$ cat config.mk
export PLATFORM = sky130hd
export DESIGN_NAME = utf8_text_sanitizer_core
export DESIGN_NICKNAME = d
export VERILOG_FILES = /design/src/hdl/utsan_pkg.sv /design/src/hdl/utf8_text_sanitizer_core.sv /design/src/hdl/utsan_front.sv /design/src/hdl/utsan_queue.sv /design/src/hdl/utsan_back.sv
export SDC_FILE = /design/constraint.sdc
export NUM_CORES = 1
export LEC_CHECK = 0
export ABC_AREA = 1
export BUFFER_PORTS_ARGS = -buffer_cell sky130_fd_sc_hd__buf_2
export CAP_MARGIN = 0
export CORE_UTILIZATION = 65
export CTS_CLUSTER_SIZE = 24
export DETAILED_ROUTE_END_ITERATION = 8
export PLACE_DENSITY = 0.87
export REMOVE_ABC_BUFFERS = 1
export SYNTH_ARGS = -nofsm -noshare
export SYNTH_HDL_FRONTEND = slang
export SYNTH_SLANG_ARGS = --single-unit
$ cat constraint.sdc
create_clock -name clk -period 15.3 [get_ports clk]
set_clock_uncertainty 0.2 [all_clocks]
set_input_delay 2.295 -clock clk [delete_from_list [all_inputs] [get_ports clk]]
set_output_delay 2.295 -clock clk [all_outputs]
set_load 0.05 [all_outputs]
$ cat src/hdl/utsan_pkg.sv
// ----------------------------------------------------------------------------
// UTF-8 text sanitizer package
// Types, constants and code point classifiers shared by the sanitizer.
// ----------------------------------------------------------------------------
`timescale 1ns / 1ps

package utsan_pkg;

  // Configuration register indexes.
  localparam int CFG_IDX_W = 2;
  localparam logic [CFG_IDX_W-1:0] CFG_STRIP_INVISIBLES = 2'd0;
  localparam logic [CFG_IDX_W-1:0] CFG_COLLAPSE_SPACE   = 2'd1;
  localparam logic [CFG_IDX_W-1:0] CFG_FOLD_PUNCT       = 2'd2;

  // At most five output bytes per input byte: a space plus a four-byte character.
  localparam int OUT_MAX = 5;
  localparam int CNT_W   = 3;
  localparam int QUEUE_DEPTH_DEF = 4;

  localparam int CP_W = 21;

  // Fold stage codes; any other value is the ASCII replacement byte.
  localparam logic [7:0] FOLD_KEEP     = 8'h00;
  localparam logic [7:0] FOLD_ELLIPSIS = 8'h01;

  localparam logic [7:0] ASCII_SPACE = 8'h20;
  localparam logic [7:0] ASCII_DOT   = 8'h2E;
  localparam logic [7:0] ASCII_APOS  = 8'h27;
  localparam logic [7:0] ASCII_QUOTE = 8'h22;
  localparam logic [7:0] ASCII_DASH  = 8'h2D;

  localparam logic [CP_W-1:0] CP_MAX = 21'h10FFFF;

  // One queue entry: the bytes one input beat produces.
  typedef struct packed {
    logic [OUT_MAX-1:0][7:0] data;
    logic [CNT_W-1:0]        cnt;
    logic                    eot;
  } job_t;

  // Queue status toward the front and back ends.
  typedef struct packed {
    logic full;
    logic empty;
  } q_stat_t;

  // Controls other than tab/LF/CR, DEL, C1, soft hyphen, zero-width, bidi, BOM.
  function automatic logic is_strippable(input logic [CP_W-1:0] cp);
    logic r;
    r = 1'b0;
    if (cp < 21'h20) r = (cp != 21'h09) && (cp != 21'h0A) && (cp != 21'h0D);
    else if (cp >= 21'h7F && cp <= 21'h9F) r = 1'b1;
    else r = (cp == 21'hAD) || (cp >= 21'h200B && cp <= 21'h200F) ||
             (cp >= 21'h202A && cp <= 21'h202E) ||
             (cp >= 21'h2060 && cp <= 21'h2064) || (cp == 21'hFEFF);
    return r;
  endfunction

  // ASCII whitespace and the Unicode space characters.
  function automatic logic is_space(input logic [CP_W-1:0] cp);
    return (cp == 21'h20) || (cp >= 21'h09 && cp <= 21'h0D) ||
           (cp == 21'hA0) || (cp == 21'h85) || (cp == 21'h1680) ||
           (cp >= 21'h2000 && cp <= 21'h200A) || (cp == 21'h2028) ||
           (cp == 21'h2029) || (cp == 21'h202F) || (cp == 21'h205F) ||
           (cp == 21'h3000);
  endfunction

  // Typographic punctuation to ASCII.
  function automatic logic [7:0] fold_code(input logic [CP_W-1:0] cp);
    logic [7:0] r;
    case (cp)
      21'h2018, 21'h2019, 21'h2032, 21'h2039, 21'h203A: r = ASCII_APOS;
      21'h201C, 21'h201D, 21'h2033, 21'h00AB, 21'h00BB: r = ASCII_QUOTE;
      21'h2012, 21'h2013, 21'h2014, 21'h2015:           r = ASCII_DASH;
      21'h2026:                                         r = FOLD_ELLIPSIS;
      default:                                          r = FOLD_KEEP;
    endcase
    return r;
  endfunction

endpackage

$ cat src/hdl/utf8_text_sanitizer_core.sv
// ----------------------------------------------------------------------------
// UTF-8 text sanitizer core
// Cleans a UTF-8 byte stream: strips invisible code points, collapses and
// trims whitespace, and folds typographic punctuation to ASCII.
// Input channel: one raw byte per beat (in_byte, end_of_text) on in_valid /
// in_stall. Output channel: one result per beat (out_byte, byte_valid,
// run_last, text_done) on out_valid / out_stall. An input beat gives zero to
// five results; the last one carries run_last, and on the final byte of a
// string also text_done. A string whose final byte yields nothing closes with
// one result with byte_valid low.
// An input beat's first result is offered, when the output side is free, once
// its job has passed the queue and the back end's job register. Throughput:
// one input byte per cycle while each byte yields at most one result and the
// receiver does not stall; the back end sends one result per cycle unless
// stalled, and the job queue (QUEUE_DEPTH entries) lets the input run on.
// Reset empties the queue, restores the register defaults (invisibles and
// whitespace on, fold off) and starts a fresh string. When the receiver
// stalls, the current result holds; once the queue fills, in_stall rises.
// Configuration writes take effect on the next input byte.
// ----------------------------------------------------------------------------
`timescale 1ns / 1ps

module utf8_text_sanitizer_core #(
  parameter int QUEUE_DEPTH = utsan_pkg::QUEUE_DEPTH_DEF
) (
  input  logic                            clk,
  input  logic                            rst,
  input  logic                            cfg_write,
  input  logic [utsan_pkg::CFG_IDX_W-1:0] cfg_index,
  input  logic                            cfg_data,
  input  logic                            in_valid,
  output logic                            in_stall,
  input  logic [7:0]                      in_byte,
  input  logic                            end_of_text,
  output logic                            out_valid,
  input  logic                            out_stall,
  output logic [7:0]                      out_byte,
  output logic                            byte_valid,
  output logic                            run_last,
  output logic                            text_done
);
  import utsan_pkg::*;

  logic    push, pop;
  job_t    push_job, head;
  q_stat_t q_status;

  // Decoder and cleaning stages.
  utsan_front u_front (
    .clk        (clk),
    .rst        (rst),
    .cfg_write  (cfg_write),
    .cfg_index  (cfg_index),
    .cfg_data   (cfg_data),
    .in_valid   (in_valid),
    .in_stall   (in_stall),
    .in_byte    (in_byte),
    .end_of_text(end_of_text),
    .q_status   (q_status),
    .push       (push),
    .push_job   (push_job)
  );

  // Job queue.
  utsan_queue #(
    .DEPTH(QUEUE_DEPTH)
  ) u_queue (
    .clk     (clk),
    .rst     (rst),
    .push    (push),
    .push_job(push_job),
    .pop     (pop),
    .head    (head),
    .status  (q_status)
  );

  // Output sequencer.
  utsan_back u_back (
    .clk       (clk),
    .rst       (rst),
    .head      (head),
    .q_status  (q_status),
    .pop       (pop),
    .out_valid (out_valid),
    .out_stall (out_stall),
    .out_byte  (out_byte),
    .byte_valid(byte_valid),
    .run_last  (run_last),
    .text_done (text_done)
  );

endmodule

$ cat src/hdl/utsan_front.sv
// ----------------------------------------------------------------------------
// UTF-8 text sanitizer front end
// Holds the configuration, reassembles UTF-8 sequences, applies the three
// cleaning stages and writes each beat's output bytes into the queue.
// ----------------------------------------------------------------------------
`timescale 1ns / 1ps

module utsan_front (
  input  logic                             clk,
  input  logic                             rst,
  input  logic                             cfg_write,
  input  logic [utsan_pkg::CFG_IDX_W-1:0]  cfg_index,
  input  logic                             cfg_data,
  input  logic                             in_valid,
  output logic                             in_stall,
  input  logic [7:0]                       in_byte,
  input  logic                             end_of_text,
  input  utsan_pkg::q_stat_t               q_status,
  output logic                             push,
  output utsan_pkg::job_t                  push_job
);
  import utsan_pkg::*;

  logic strip_en, collapse_en, fold_en;

  logic [23:0] partial_sequence, partial_sequence_next;
  logic [1:0]  bytes_expected, bytes_expected_next;
  logic [1:0]  bytes_held, bytes_held_next;
  logic        space_pending, space_pending_next;
  logic        at_text_start, at_text_start_next;

  logic accept;

  assign in_stall = q_status.full;
  assign accept   = in_valid && !q_status.full;

  // Configuration registers.
  always_ff @(posedge clk) begin
    if (rst) begin
      strip_en    <= 1'b1;
      collapse_en <= 1'b1;
      fold_en     <= 1'b0;
    end else if (cfg_write) begin
      case (cfg_index)
        CFG_STRIP_INVISIBLES: strip_en    <= cfg_data;
        CFG_COLLAPSE_SPACE:   collapse_en <= cfg_data;
        CFG_FOLD_PUNCT:       fold_en     <= cfg_data;
        default: ;
      endcase
    end
  end

  // Decode, classify and build the output bytes of the current beat.
  always_comb begin
    logic [CP_W-1:0]   cp;
    logic [3:0][7:0]   cbytes;
    logic [2:0]        clen;
    logic              char_ok;
    logic              keep;
    logic              lead_sp;
    logic [3:0][7:0]   pay;
    logic [2:0]        plen;
    logic [7:0]        f;
    logic [1:0]        exp_dec;

    partial_sequence_next = partial_sequence;
    bytes_expected_next   = bytes_expected;
    bytes_held_next       = bytes_held;
    space_pending_next    = space_pending;
    at_text_start_next    = at_text_start;
    cp      = '0;
    cbytes  = '0;
    clen    = 3'd0;
    char_ok = 1'b0;
    keep    = 1'b0;
    lead_sp = 1'b0;
    pay     = '0;
    plen    = 3'd0;
    f       = FOLD_KEEP;
    exp_dec = bytes_expected - 2'd1;
    push_job = '0;

    if (!strip_en && !collapse_en && !fold_en) begin
      // Every stage off: the raw byte passes through.
      partial_sequence_next = '0;
      bytes_held_next       = '0;
      bytes_expected_next   = '0;
      pay[0] = in_byte;
      plen   = 3'd1;
    end else begin
      if (bytes_expected != 2'd0 && in_byte[7:6] == 2'b10) begin
        // Continuation byte of an open sequence.
        bytes_expected_next = exp_dec;
        if (exp_dec == 2'd0) begin
          partial_sequence_next = '0;
          bytes_held_next       = '0;
          case (bytes_held)
            2'd1: begin
              cp = {10'd0, partial_sequence[4:0], in_byte[5:0]};
              cbytes = {16'd0, in_byte, partial_sequence[7:0]};
              clen = 3'd2;
              char_ok = 1'b1;
            end
            2'd2: begin
              cp = {5'd0, partial_sequence[11:8], partial_sequence[5:0], in_byte[5:0]};
              cbytes = {8'd0, in_byte, partial_sequence[7:0], partial_sequence[15:8]};
              clen = 3'd3;
              char_ok = (cp >= 21'h800);
            end
            default: begin
              cp = {partial_sequence[18:16], partial_sequence[13:8],
                    partial_sequence[5:0], in_byte[5:0]};
              cbytes = {in_byte, partial_sequence[7:0], partial_sequence[15:8],
                        partial_sequence[23:16]};
              clen = 3'd4;
              char_ok = (cp >= 21'h10000) && (cp <= CP_MAX);
            end
          endcase
        end else begin
          partial_sequence_next = {partial_sequence[15:0], in_byte};
          bytes_held_next       = bytes_held + 2'd1;
        end
      end else begin
        // A fresh byte; anything held is discarded.
        partial_sequence_next = '0;
        bytes_held_next       = '0;
        bytes_expected_next   = '0;
        if (in_byte < 8'h80) begin
          cp = {13'd0, in_byte};
          cbytes = {24'd0, in_byte};
          clen = 3'd1;
          char_ok = 1'b1;
        end else if (in_byte >= 8'hC2 && in_byte <= 8'hDF) begin
          bytes_expected_next = 2'd1;
        end else if (in_byte >= 8'hE0 && in_byte <= 8'hEF) begin
          bytes_expected_next = 2'd2;
        end else if (in_byte >= 8'hF0 && in_byte <= 8'hF4) begin
          bytes_expected_next = 2'd3;
        end
        if (bytes_expected_next != 2'd0) begin
          partial_sequence_next = {16'd0, in_byte};
          bytes_held_next       = 2'd1;
        end
      end

      // Invisibles, whitespace and fold stages on a complete character.
      if (char_ok) begin
        keep = !(strip_en && is_strippable(cp));
        if (keep && collapse_en) begin
          if (is_space(cp)) begin
            space_pending_next = 1'b1;
            keep = 1'b0;
          end else begin
            lead_sp = space_pending && !at_text_start;
            space_pending_next = 1'b0;
            at_text_start_next = 1'b0;
          end
        end
        if (keep) begin
          f = fold_en ? fold_code(cp) : FOLD_KEEP;
          if (f == FOLD_ELLIPSIS) begin
            pay  = {8'd0, ASCII_DOT, ASCII_DOT, ASCII_DOT};
            plen = 3'd3;
          end else if (f != FOLD_KEEP) begin
            pay  = {24'd0, f};
            plen = 3'd1;
          end else begin
            pay  = cbytes;
            plen = clen;
          end
        end
      end
    end

    // End of text closes the string.
    if (end_of_text) begin
      partial_sequence_next = '0;
      bytes_held_next       = '0;
      bytes_expected_next   = '0;
      space_pending_next    = 1'b0;
      at_text_start_next    = 1'b1;
    end

    // Place the optional leading space ahead of the payload.
    if (lead_sp) begin
      push_job.data = {pay, ASCII_SPACE};
      push_job.cnt  = plen + 3'd1;
    end else begin
      push_job.data = {8'd0, pay};
      push_job.cnt  = plen;
    end
    push_job.eot = end_of_text;
  end

  // A beat that yields nothing and closes no string leaves no queue entry.
  assign push = accept && ((push_job.cnt != '0) || end_of_text);

  // Decoder and stage state.
  always_ff @(posedge clk) begin
    if (rst) begin
      partial_sequence <= '0;
      bytes_expected   <= '0;
      bytes_held       <= '0;
      space_pending    <= 1'b0;
      at_text_start    <= 1'b1;
    end else if (accept) begin
      partial_sequence <= partial_sequence_next;
      bytes_expected   <= bytes_expected_next;
      bytes_held       <= bytes_held_next;
      space_pending    <= space_pending_next;
      at_text_start    <= at_text_start_next;
    end
  end

endmodule

$ cat src/hdl/utsan_queue.sv
// ----------------------------------------------------------------------------
// UTF-8 text sanitizer job queue
// Short FIFO of output jobs between the front end and the back end.
// ----------------------------------------------------------------------------
`timescale 1ns / 1ps

module utsan_queue #(
  parameter int DEPTH = utsan_pkg::QUEUE_DEPTH_DEF
) (
  input  logic               clk,
  input  logic               rst,
  input  logic               push,
  input  utsan_pkg::job_t    push_job,
  input  logic               pop,
  output utsan_pkg::job_t    head,
  output utsan_pkg::q_stat_t status
);
  import utsan_pkg::*;

  localparam int PW = $clog2(DEPTH);
  localparam int CW = $clog2(DEPTH + 1);

  job_t          mem [DEPTH];
  logic [PW-1:0] wr_ptr, rd_ptr;
  logic [CW-1:0] count;

  assign status.full  = (count == CW'(DEPTH));
  assign status.empty = (count == '0);
  assign head         = mem[rd_ptr];

  // Storage write.
  always_ff @(posedge clk) begin
    if (push) begin
      mem[wr_ptr] <= push_job;
    end
  end

  // Pointers and fill count.
  always_ff @(posedge clk) begin
    if (rst) begin
      wr_ptr <= '0;
      rd_ptr <= '0;
      count  <= '0;
    end else begin
      if (push) begin
        wr_ptr <= (wr_ptr == PW'(DEPTH - 1)) ? '0 : wr_ptr + 1'b1;
      end
      if (pop) begin
        rd_ptr <= (rd_ptr == PW'(DEPTH - 1)) ? '0 : rd_ptr + 1'b1;
      end
      case ({push, pop})
        2'b10:   count <= count + 1'b1;
        2'b01:   count <= count - 1'b1;
        default: count <= count;
      endcase
    end
  end

endmodule

$ cat src/hdl/utsan_back.sv
// ----------------------------------------------------------------------------
// UTF-8 text sanitizer back end
// Takes jobs from the queue and sends their bytes out one beat at a time.
// ----------------------------------------------------------------------------
`timescale 1ns / 1ps

module utsan_back (
  input  logic               clk,
  input  logic               rst,
  input  utsan_pkg::job_t    head,
  input  utsan_pkg::q_stat_t q_status,
  output logic               pop,
  output logic               out_valid,
  input  logic               out_stall,
  output logic [7:0]         out_byte,
  output logic               byte_valid,
  output logic               run_last,
  output logic               text_done
);
  import utsan_pkg::*;

  job_t             cur;
  logic             active;
  logic [CNT_W-1:0] idx;
  logic             last, beat, load;

  // Current beat of the job in hand.
  assign last       = (cur.cnt == '0) || (idx == cur.cnt - 1'b1);
  assign out_valid  = active;
  assign byte_valid = (cur.cnt != '0);
  assign out_byte   = byte_valid ? cur.data[idx] : 8'd0;
  assign run_last   = last;
  assign text_done  = last && cur.eot;

  assign beat = active && !out_stall;
  assign load = !active || (beat && last);
  assign pop  = load && !q_status.empty;

  // Job register.
  always_ff @(posedge clk) begin
    if (pop) begin
      cur <= head;
    end
  end

  // Beat sequencing.
  always_ff @(posedge clk) begin
    if (rst) begin
      active <= 1'b0;
      idx    <= '0;
    end else if (load) begin
      active <= !q_status.empty;
      idx    <= '0;
    end else if (beat) begin
      idx <= idx + 1'b1;
    end
  end

endmodule

==> impl_table.tex, run 1 <==
\begin{tabular}{lr}
\hline
Metric & Value \\
\hline
\multicolumn{2}{l}{\textbf{Timing}} \\
Hold violation total from the final report & 0 \\
Worst-Margin Slew & 1.12 ns \\
Max transition margin & 0.247 \\
Worst hold margin & 0.265 ns \\
Total of endpoints with negative setup slack in the final report & 0 \\
Max Slew Vio Count & 0 \\
Achievable Freq & 0.145 GHz \\
Final Critical Period & 6.89 ns \\
Unrepaired setup endpoints after global routing & false \\
Sum Neg Setup Slack & 0 ns \\
Portion of the clock cycle consumed by the worst path in the final layout & 0.450 \\
\multicolumn{2}{l}{\textbf{Synth}} \\
Mapped cell area & 0.0129 mm2 \\
Gate count of the mapped netlist & 1369 \\
Most common flop cell mapped by yosys & sky130\_fd\_sc\_hd\_\_edfxtp\_1 \\
Adder-cell share of the synthesized area & 0.0152 \\
Post-Synth XOR/XNOR Area & 0.00204 \\
Mux contribution to synthesized area & 0 \\
Async S/R FF share, synth & 0 \\
Average cell area after synthesis & 9.39 um2 \\
Number of enable-type register cells in the synthesized netlist & 220 \\
Compound-Gate Fraction of Synth Area & 0.162 \\
Count of warnings emitted by yosys & 0 \\
Dominant combinational cell family by area after synthesis & simple AND/OR/NAND/NOR gates \\
Fraction of the mapped netlist area in simple logic gates & 0.178 \\
Sequential cell area fraction in the yosys report & 0.583 \\
Synthesized flop and latch total & 264 \\
Number of distinct library cells after synthesis & 59 \\
\multicolumn{2}{l}{\textbf{Power and ir drop}} \\
Internal Dissipation & 1380 uW \\
Highest ir drop seen on vdd & 0.0878 mV \\
Standby leakage power & 0.00497 uW \\
Proportion of power drawn by flip-flops and latches & 0.459 \\
Net load switching power & 678 uW \\
Switching portion of total power & 0.330 \\
Combinational cell fraction of total power & 0.249 \\
Fraction of power consumed by the clock network & 0.293 \\
Total power per unit cell area & 147 mW/mm2 \\
\multicolumn{2}{l}{\textbf{Worst setup path}} \\
Type of destination of the critical path & flop \\
Launch point of the worst reg-to-reg path & u\_front.bytes\_held[0] \\
Critical path data arrival time & 7.08 ns \\
Worst EP required & 15.50 ns \\
Startpoint type of the worst setup path & input pin \\
Worst setup path startpoint & in\_byte[7] \\
Slack of the worst reg-to-reg path & 9.32 ns \\
Critical Path Sink & u\_queue.count[2] \\
Cells on worst reg2reg path & 25 \\
Start-to-end type of the worst setup path & input pin to flop \\
Critical-path cell with the highest stage delay & sky130\_fd\_sc\_hd\_\_nor2\_2 \\
Largest driver fanout on the critical path & 29 \\
Reg2reg end & u\_queue.count[2] \\
Slowest cell delay on critical path & 0.78 ns \\
\multicolumn{2}{l}{\textbf{Die}} \\
Number of top-level pins & 30 \\
DIE HEIGHT & 143 um \\
Area enclosed by the die boundary & 0.0203 mm2 \\
Initial standard-cell utilization of the core & 0.662 \\
Placeable core region & 0.0194 mm2 \\
Row count & 51 \\
Die X & 143 um \\
\multicolumn{2}{l}{\textbf{Finish}} \\
Share of post-route cells with drive strength above 1 & 0.103 \\
Design area & 0.0140 mm2 \\
Area Overhead vs Synth & 8.63\% \\
Final layout net count & 1407 \\
Core occupancy in the finished layout & 0.720 \\
Inserted Diodes & 0 \\
Top library cells by usage in the layout, fill and taps aside & sky130\_fd\_sc\_hd\_\_edfxtp\_1, sky130\_fd\_sc\_hd\_\_nor2\_1, sky130\_fd\_sc\_hd\_\_nand2\_1 \\
Leading cell type in the layout, fill and taps excluded & sky130\_fd\_sc\_hd\_\_edfxtp\_1 \\
Fill count & 1369 \\
\multicolumn{2}{l}{\textbf{Global routing}} \\
Residual overflow from global routing & 0 \\
Largest net degree at the start of global routing & 92 \\
Combined global-route utilization of all metal layers & 0.327 \\
Vias in the first global route & 9668 \\
Antenna violations before repair & 2 \\
Global-route wire length before repair & 50.9 mm \\
\multicolumn{2}{l}{\textbf{Clock network}} \\
CTS Buf Count & 26 \\
Insertion delay to the later sink of the worst-skew pair & 0.53 ns \\
Buffer levels on the longest clock path & 3 \\
Post-CTS setup buffers & 0 \\
Clock slew at the register clock pins of the worst setup and hold paths & 0.06 ns \\
Clock root buffer master & sky130\_fd\_sc\_hd\_\_clkbuf\_16 \\
Hold-fix buffers, CTS & 0 \\
CTS sink count & 264 \\
H-tree levels & 1 \\
Post-CTS resize count & 0 \\
CTS tree & done \\
\multicolumn{2}{l}{\textbf{Detailed routing}} \\
Routed WL & 33.1 mm \\
Vias & 10.4k \\
Remaining DRCs & 0 \\
Number of design-rule violations left by the first detailed-router iteration & 1477 \\
Drt via density & 6.26 \\
Wire length on met2 & 16.1 mm \\
Detailed-route wire length per cell & 20.0 um \\
Antenna Violating Nets Remaining & 0 \\
Uppermost layer routed & met5 \\
Met1 layer wirelength in the final routing & 12.7 mm \\
TritonRoute pass-1 iters & 6 \\
Total met3 wirelength after detailed routing & 3.25 mm \\
\multicolumn{2}{l}{\textbf{Placed design}} \\
Count of input and output buffers & 29 \\
Placed instance area & 0.0132 mm2 \\
Placer Congestion & 0.975 \\
Detailed-placement wirelength estimate & 21.0 mm \\
\multicolumn{2}{l}{\textbf{Worst hold path}} \\
Hold\_sp & u\_front.partial\_sequence[17] \\
Path class of the lowest-slack min-delay path & flop to flop \\
\multicolumn{2}{l}{\textbf{Job}} \\
Number of maximum-capacitance constraint violations & 0 \\
\multicolumn{2}{l}{\textbf{Status}} \\
Result of the run & completed \\
\hline
\end{tabular}
[power groups by stage]
stage          combinational [uW]  sequential, uW  clock [uW]
2_1_floorplan                 324             972           0
3_3_place_gp                  474             952           0
3_5_place_dp                  493             956           0
4_1_cts                       505             943         604
5_1_grt                       557             952         629
6_report                      511             943         602
[through the flow]
stage / instances / power, uW / worst slack [ns]
global route: 1659 / 2140 / 8.02
CTS: 1659 / 2050 / 8.53
detailed placement: 1612 / 1450 / 8.05
floorplan: 1307 / 1300 / 7.83
finish: 1659 / 2060 / 8.41
global placement: 1612 / 1430 / 8.22
[per-layer routing]
metal  track usage  up-vias
li1              -     4790
met1         0.430     4840
met2         0.555      640
met3        0.0496      113
met4         0.113        4
met5             0        -
[cell families (layout without fill, tap and decap cells)]
| group | count (synthesis) | count (layout) |
|---|---|---|
| AO/OA/AOI/OAI | 363 | 363 |
| buffers and inverters | 189 | 211 |
| adder cells (fa/ha/maj) | 15 | 15 |
| other | 1 | 4 |
| flip-flops | 264 | 264 |
| AND/OR/NAND/NOR | 534 | 534 |
| XOR/XNOR | 3 | 3 |
[how the worst min path moves through the flow]
stage | to | slack, ns | depth (start not counted)
floorplan | u_queue.count[0] | 0.22 | 1
global placement | u_queue.count[0] | 0.24 | 1
detailed placement | u_front.partial_sequence[17] | 0.26 | 2
CTS | u_queue.count[0] | 0.27 | 1
global route | u_front.partial_sequence[23] | 0.30 | 2
finish | u_front.partial_sequence[17] | 0.27 | 2
[sequential cells by signal, indices dropped and copies added, names as in the netlist]
signal,cells
u_queue.mem,176
u_back.cur,44
u_front.partial_sequence,24
u_back.idx,3
u_queue.count,3
u_front.bytes_expected,2
u_front.bytes_held,2
u_queue.rd_ptr,2
u_queue.wr_ptr,2
u_back.out_valid,1
u_front.at_text_start,1
u_front.collapse_en,1
u_front.fold_en,1
u_front.space_pending,1
u_front.strip_en,1
[Yosys cell counts, types with 13 or more instances]
cell                       instances  area [um2]
sky130_fd_sc_hd__clkbuf_1         54         203
sky130_fd_sc_hd__o21ai_0         172         861
sky130_fd_sc_hd__inv_1           108         405
sky130_fd_sc_hd__nand2_1         204         766
sky130_fd_sc_hd__o22ai_1          52         325
sky130_fd_sc_hd__nand4_1          14        87.6
sky130_fd_sc_hd__o21ai_1          13        65.1
sky130_fd_sc_hd__nor2_1          216         811
sky130_fd_sc_hd__a21oi_1          67         335
sky130_fd_sc_hd__nand3_1          52         260
sky130_fd_sc_hd__ha_1             14         175
sky130_fd_sc_hd__edfxtp_1        220        6610
sky130_fd_sc_hd__dfxtp_1          44         881
[final cells by class]
class / instances / area (um2) / share of cell area
sequential: 264 / 7490 / 0.536
multi-input combinational: 919 / 4640 / 0.332
clock buffer: 31 / 691 / 0.0495
inverter: 124 / 470 / 0.0337
tap: 265 / 332 / 0.0238
timing repair buffer: 40 / 228 / 0.0163
clock inverter: 16 / 110 / 0.00789
[worst max-delay path, delay by kind of cell]
kind	cells	cell delay, ns
adders and majority gates	2	0.59
and+or+nand+nor	15	2.89
AOI/OAI and AO/OA	6	0.85
buffers and inverters	3	0.44
Power figures use the tool's default switching activity.
==> run 2, diff against run 1 <==
- ABC_AREA: 1 -> 0
- CORE_UTILIZATION: 65 -> 63
- PLACE_DENSITY: 0.87 -> 0.85
- clock period: 15.3 -> 6.68 ns (I/O delays scaled with it)
==> run 2 against run 1 <==
Effect of this change: setup slack worse by 7.4 ns; non-clock buffer count is 6 higher; register-to-register slack worse by 8.3 ns; sequential power is 140% higher; synthesized area is 3.2% lower; final cell count is 25% lower; hold slack better by 0.014 ns; clock power is 130% higher; clock-buffer cell count is 9 higher; critical endpoint unchanged; highest routed layer is now met4.
==> impl_table.tex, run 2 <==
\begin{tabular}{lr}
\hline
Metric & Value \\
\hline
\multicolumn{2}{l}{\textbf{Clock network}} \\
Hold-fix buffers, CTS & 0 \\
H-tree levels & 1 \\
CTS tree & done \\
CTS Buf Count & 26 \\
Insertion delay to the later sink of the worst-skew pair & 0.52 ns \\
Buffer levels on the longest clock path & 3 \\
Post-CTS setup buffers & 0 \\
Post-CTS resize count & 0 \\
Clock slew at the register clock pins of the worst setup and hold paths & 0.06 ns \\
CTS sink count & 264 \\
Clock root buffer master & sky130\_fd\_sc\_hd\_\_clkbuf\_16 \\
\multicolumn{2}{l}{\textbf{Global routing}} \\
Vias in the first global route & 8409 \\
Residual overflow from global routing & 0 \\
Combined global-route utilization of all metal layers & 0.331 \\
Largest net degree at the start of global routing & 48 \\
Global-route wire length before repair & 49.5 mm \\
Antenna violations before repair & 0 \\
\multicolumn{2}{l}{\textbf{Synth}} \\
Leading cell type by number of instances after synthesis & sky130\_fd\_sc\_hd\_\_edfxtp\_1 \\
Gate count of the mapped netlist & 945 \\
Proportion of netlist area held by the largest area contributor & 0.531 \\
Most common flop cell mapped by yosys & sky130\_fd\_sc\_hd\_\_edfxtp\_1 \\
Average cell area after synthesis & 13.2 um2 \\
Async S/R FF share, synth & 0 \\
Mapped cell area & 0.0124 mm2 \\
Sequential cell area fraction in the yosys report & 0.602 \\
Most area-consuming cells after synthesis & sky130\_fd\_sc\_hd\_\_edfxtp\_1, sky130\_fd\_sc\_hd\_\_mux4\_2, sky130\_fd\_sc\_hd\_\_dfxtp\_1 \\
Count of warnings emitted by yosys & 0 \\
Number of enable-type register cells in the synthesized netlist & 220 \\
Most frequent cells after synthesis & sky130\_fd\_sc\_hd\_\_edfxtp\_1, sky130\_fd\_sc\_hd\_\_nor2\_1, sky130\_fd\_sc\_hd\_\_nand2\_1 \\
Number of distinct library cells after synthesis & 91 \\
Synthesized flop and latch total & 264 \\
Post-synthesis cell type with the largest combined area & sky130\_fd\_sc\_hd\_\_edfxtp\_1 \\
\multicolumn{2}{l}{\textbf{Finish}} \\
Multi-input logic area & 0.00459 mm2 \\
Area Overhead vs Synth & 9.81\% \\
Top library cells by usage in the layout, fill and taps aside & sky130\_fd\_sc\_hd\_\_edfxtp\_1, sky130\_fd\_sc\_hd\_\_nor2\_1, sky130\_fd\_sc\_hd\_\_nand2\_1 \\
Share of post-route cells with drive strength above 1 & 0.176 \\
Registers with the highest flip-flop counts & u\_queue.mem x176, u\_back.cur x44, u\_front.partial\_sequence x24 \\
Inserted Diodes & 0 \\
Final layout net count & 987 \\
Storage element area & 0.00749 mm2 \\
Design area & 0.0137 mm2 \\
Fill count & 1335 \\
Register with the most flip-flops & u\_queue.mem \\
Max reg flops & 176 \\
Leading cell type in the layout, fill and taps excluded & sky130\_fd\_sc\_hd\_\_edfxtp\_1 \\
\multicolumn{2}{l}{\textbf{Worst setup path}} \\
Worst path top cell family by delay & compound AO/OA/AOI/OAI gates \\
Critical path data arrival time & 5.93 ns \\
Start-to-end type of the worst setup path & flop to flop \\
Startpoint type of the worst setup path & flop \\
Worst EP required & 6.92 ns \\
Critical-path cell with the highest stage delay & sky130\_fd\_sc\_hd\_\_ha\_1 \\
Largest driver fanout on the critical path & 21 \\
Cells along the critical path & inv\_1 > ha\_1 > buf\_4 > a21oi\_1 > o211ai\_1 > nor3\_1 > a2111oi\_0 > and3\_1 > o31ai\_1 > ha\_1 > a2111oi\_4 > nor3b\_2 > o31ai\_4 > inv\_1 > ha\_1 > inv\_1 > fa\_1 > xor2\_1 > or3\_1 > a21oi\_1 \\
Type of destination of the critical path & flop \\
Slowest cell delay on critical path & 0.70 ns \\
CP bufs+invs & 4 \\
\multicolumn{2}{l}{\textbf{Job}} \\
Number of maximum-capacitance constraint violations & 0 \\
\multicolumn{2}{l}{\textbf{Detailed routing}} \\
Vias & 8653 \\
Remaining DRCs & 0 \\
Detailed-route wire length per cell & 26.2 um \\
Antenna Violating Nets Remaining & 0 \\
Number of design-rule violations left by the first detailed-router iteration & 1212 \\
Drt via density & 6.98 \\
TritonRoute pass-1 iters & 7 \\
Routed WL & 32.5 mm \\
\multicolumn{2}{l}{\textbf{Die}} \\
Row count & 51 \\
Placeable core region & 0.0194 mm2 \\
DIE HEIGHT & 143 um \\
Die X & 143 um \\
Number of top-level pins & 30 \\
Area enclosed by the die boundary & 0.0203 mm2 \\
Initial standard-cell utilization of the core & 0.641 \\
\multicolumn{2}{l}{\textbf{Power and ir drop}} \\
Proportion of power drawn by flip-flops and latches & 0.482 \\
Fraction of power consumed by the clock network & 0.301 \\
Total power per unit cell area & 342 mW/mm2 \\
Switching portion of total power & 0.294 \\
Combinational cell fraction of total power & 0.217 \\
Standby leakage power & 0.00458 uW \\
Net load switching power & 1380 uW \\
Internal Dissipation & 3300 uW \\
Highest ir drop seen on vdd & 0.203 mV \\
\multicolumn{2}{l}{\textbf{Placed design}} \\
Count of input and output buffers & 29 \\
Placer Congestion & 0.983 \\
Placed instance area & 0.0128 mm2 \\
Detailed-placement wirelength estimate & 19.3 mm \\
\multicolumn{2}{l}{\textbf{Timing}} \\
Total of endpoints with negative setup slack in the final report & 0 \\
Worst hold margin & 0.279 ns \\
Final Critical Period & 5.68 ns \\
Hold violation total from the final report & 0 \\
Unrepaired setup endpoints after global routing & false \\
Max Slew Vio Count & 0 \\
Portion of the clock cycle consumed by the worst path in the final layout & 0.851 \\
Worst-Margin Slew & 0.968 ns \\
Achievable Freq & 0.176 GHz \\
Sum Neg Setup Slack & 0 ns \\
Max transition margin & 0.351 \\
\multicolumn{2}{l}{\textbf{Status}} \\
Result of the run & completed \\
\multicolumn{2}{l}{\textbf{Worst hold path}} \\
Path class of the lowest-slack min-delay path & flop to flop \\
\hline
\end{tabular}
[run 2: cell types whose count changed after synthesis, sizes merged, moves of 12 or more]
cell   previous run  this run
a21oi            72        43
a22oi             6        52
buf              11        23
inv             121        28
mux4              0        52
nand2           216        55
nand3            56        21
nor2            233        88
nor3              9        30
o21ai           190        53
o22ai            53         6
[run 2: power by group through the flow]
stage | Combinational, uW | Sequential, uW | Clock (uW)
3_3_place_gp | 948 | 2250 | 0
3_5_place_dp | 979 | 2270 | 0
4_1_cts | 1010 | 2260 | 1420
2_1_floorplan | 725 | 2240 | 0
5_1_grt | 1080 | 2280 | 1470
6_report | 1010 | 2250 | 1410
[run 2: cell families after synthesis]
kind of cell               Yosys count  synth area share
AOI/OAI and AO/OA                  223             0.129
xor gates and xnor gates            11           0.00774
adders and majority gates           15            0.0157
buffers and inverters               95            0.0311
DFF                                264             0.602
muxes                               61             0.102
other                                1          0.000301
and+or+nand+nor                    275             0.113
[run 2: per-layer routing]
| layer | vias up | share of wire | global-route usage | routed length (um) |
|---|---|---|---|---|
| met5 | - | 0 | 0 | 0 |
| met4 | 0 | 0.037 | 0.123 | 1190 |
| met3 | 107 | 0.10 | 0.0636 | 3330 |
| met2 | 607 | 0.48 | 0.530 | 15600 |
| met1 | 4239 | 0.38 | 0.453 | 12300 |
| li1 | 3700 | - | - | - |
[run 2: layout make-up]
cell class,instances,share of cell area
flip-flops and latches,264,0.548
multi-input cells,589,0.336
clock buffers,40,0.0560
well taps,265,0.0243
repair buffers,46,0.0227
inverters,28,0.00769
clock inverters,8,0.00504
[run 2: worst register-to-register path: stages, from the launching register on]
cell and delay [ns]:
sky130_fd_sc_hd__dfxtp_1 0.38, sky130_fd_sc_hd__inv_1 0.06, sky130_fd_sc_hd__ha_1 0.70, sky130_fd_sc_hd__buf_4 0.35
sky130_fd_sc_hd__a21oi_1 0.13, sky130_fd_sc_hd__o211ai_1 0.36, sky130_fd_sc_hd__nor3_1 0.16, sky130_fd_sc_hd__a2111oi_0 0.59
sky130_fd_sc_hd__and3_1 0.30, sky130_fd_sc_hd__o31ai_1 0.09, sky130_fd_sc_hd__ha_1 0.27, sky130_fd_sc_hd__a2111oi_4 0.36
sky130_fd_sc_hd__nor3b_2 0.10, sky130_fd_sc_hd__o31ai_4 0.41, sky130_fd_sc_hd__inv_1 0.09, sky130_fd_sc_hd__ha_1 0.24
sky130_fd_sc_hd__inv_1 0.07, sky130_fd_sc_hd__fa_1 0.17, sky130_fd_sc_hd__xor2_1 0.08, sky130_fd_sc_hd__or3_1 0.32
sky130_fd_sc_hd__a21oi_1 0.16
[run 2: worst paths after layout]
kind	start	to	slack [ns]	depth (start not counted)
max	u_front.bytes_held[0]	u_queue.count[2]	1.0	20
min	u_front.space_pending	u_front.space_pending	0.28	2
max reg2reg	u_front.bytes_held[0]	u_queue.count[2]	1.0	20
min reg2reg	u_front.space_pending	u_front.space_pending	0.28	2
[run 2: stage by stage]
| stage | utilization | cells | total power (uW) | worst slack (ns) |
|---|---|---|---|---|
| floorplan | - | 881 | 2960 | 0.654 |
| global placement | 0.661 | 1192 | 3200 | 0.923 |
| detailed placement | 0.661 | 1192 | 3250 | 0.784 |
| CTS | 0.704 | 1240 | 4680 | 1.08 |
| global route | 0.704 | 1240 | 4830 | 0.645 |
| finish | 0.704 | 1240 | 4670 | 0.995 |
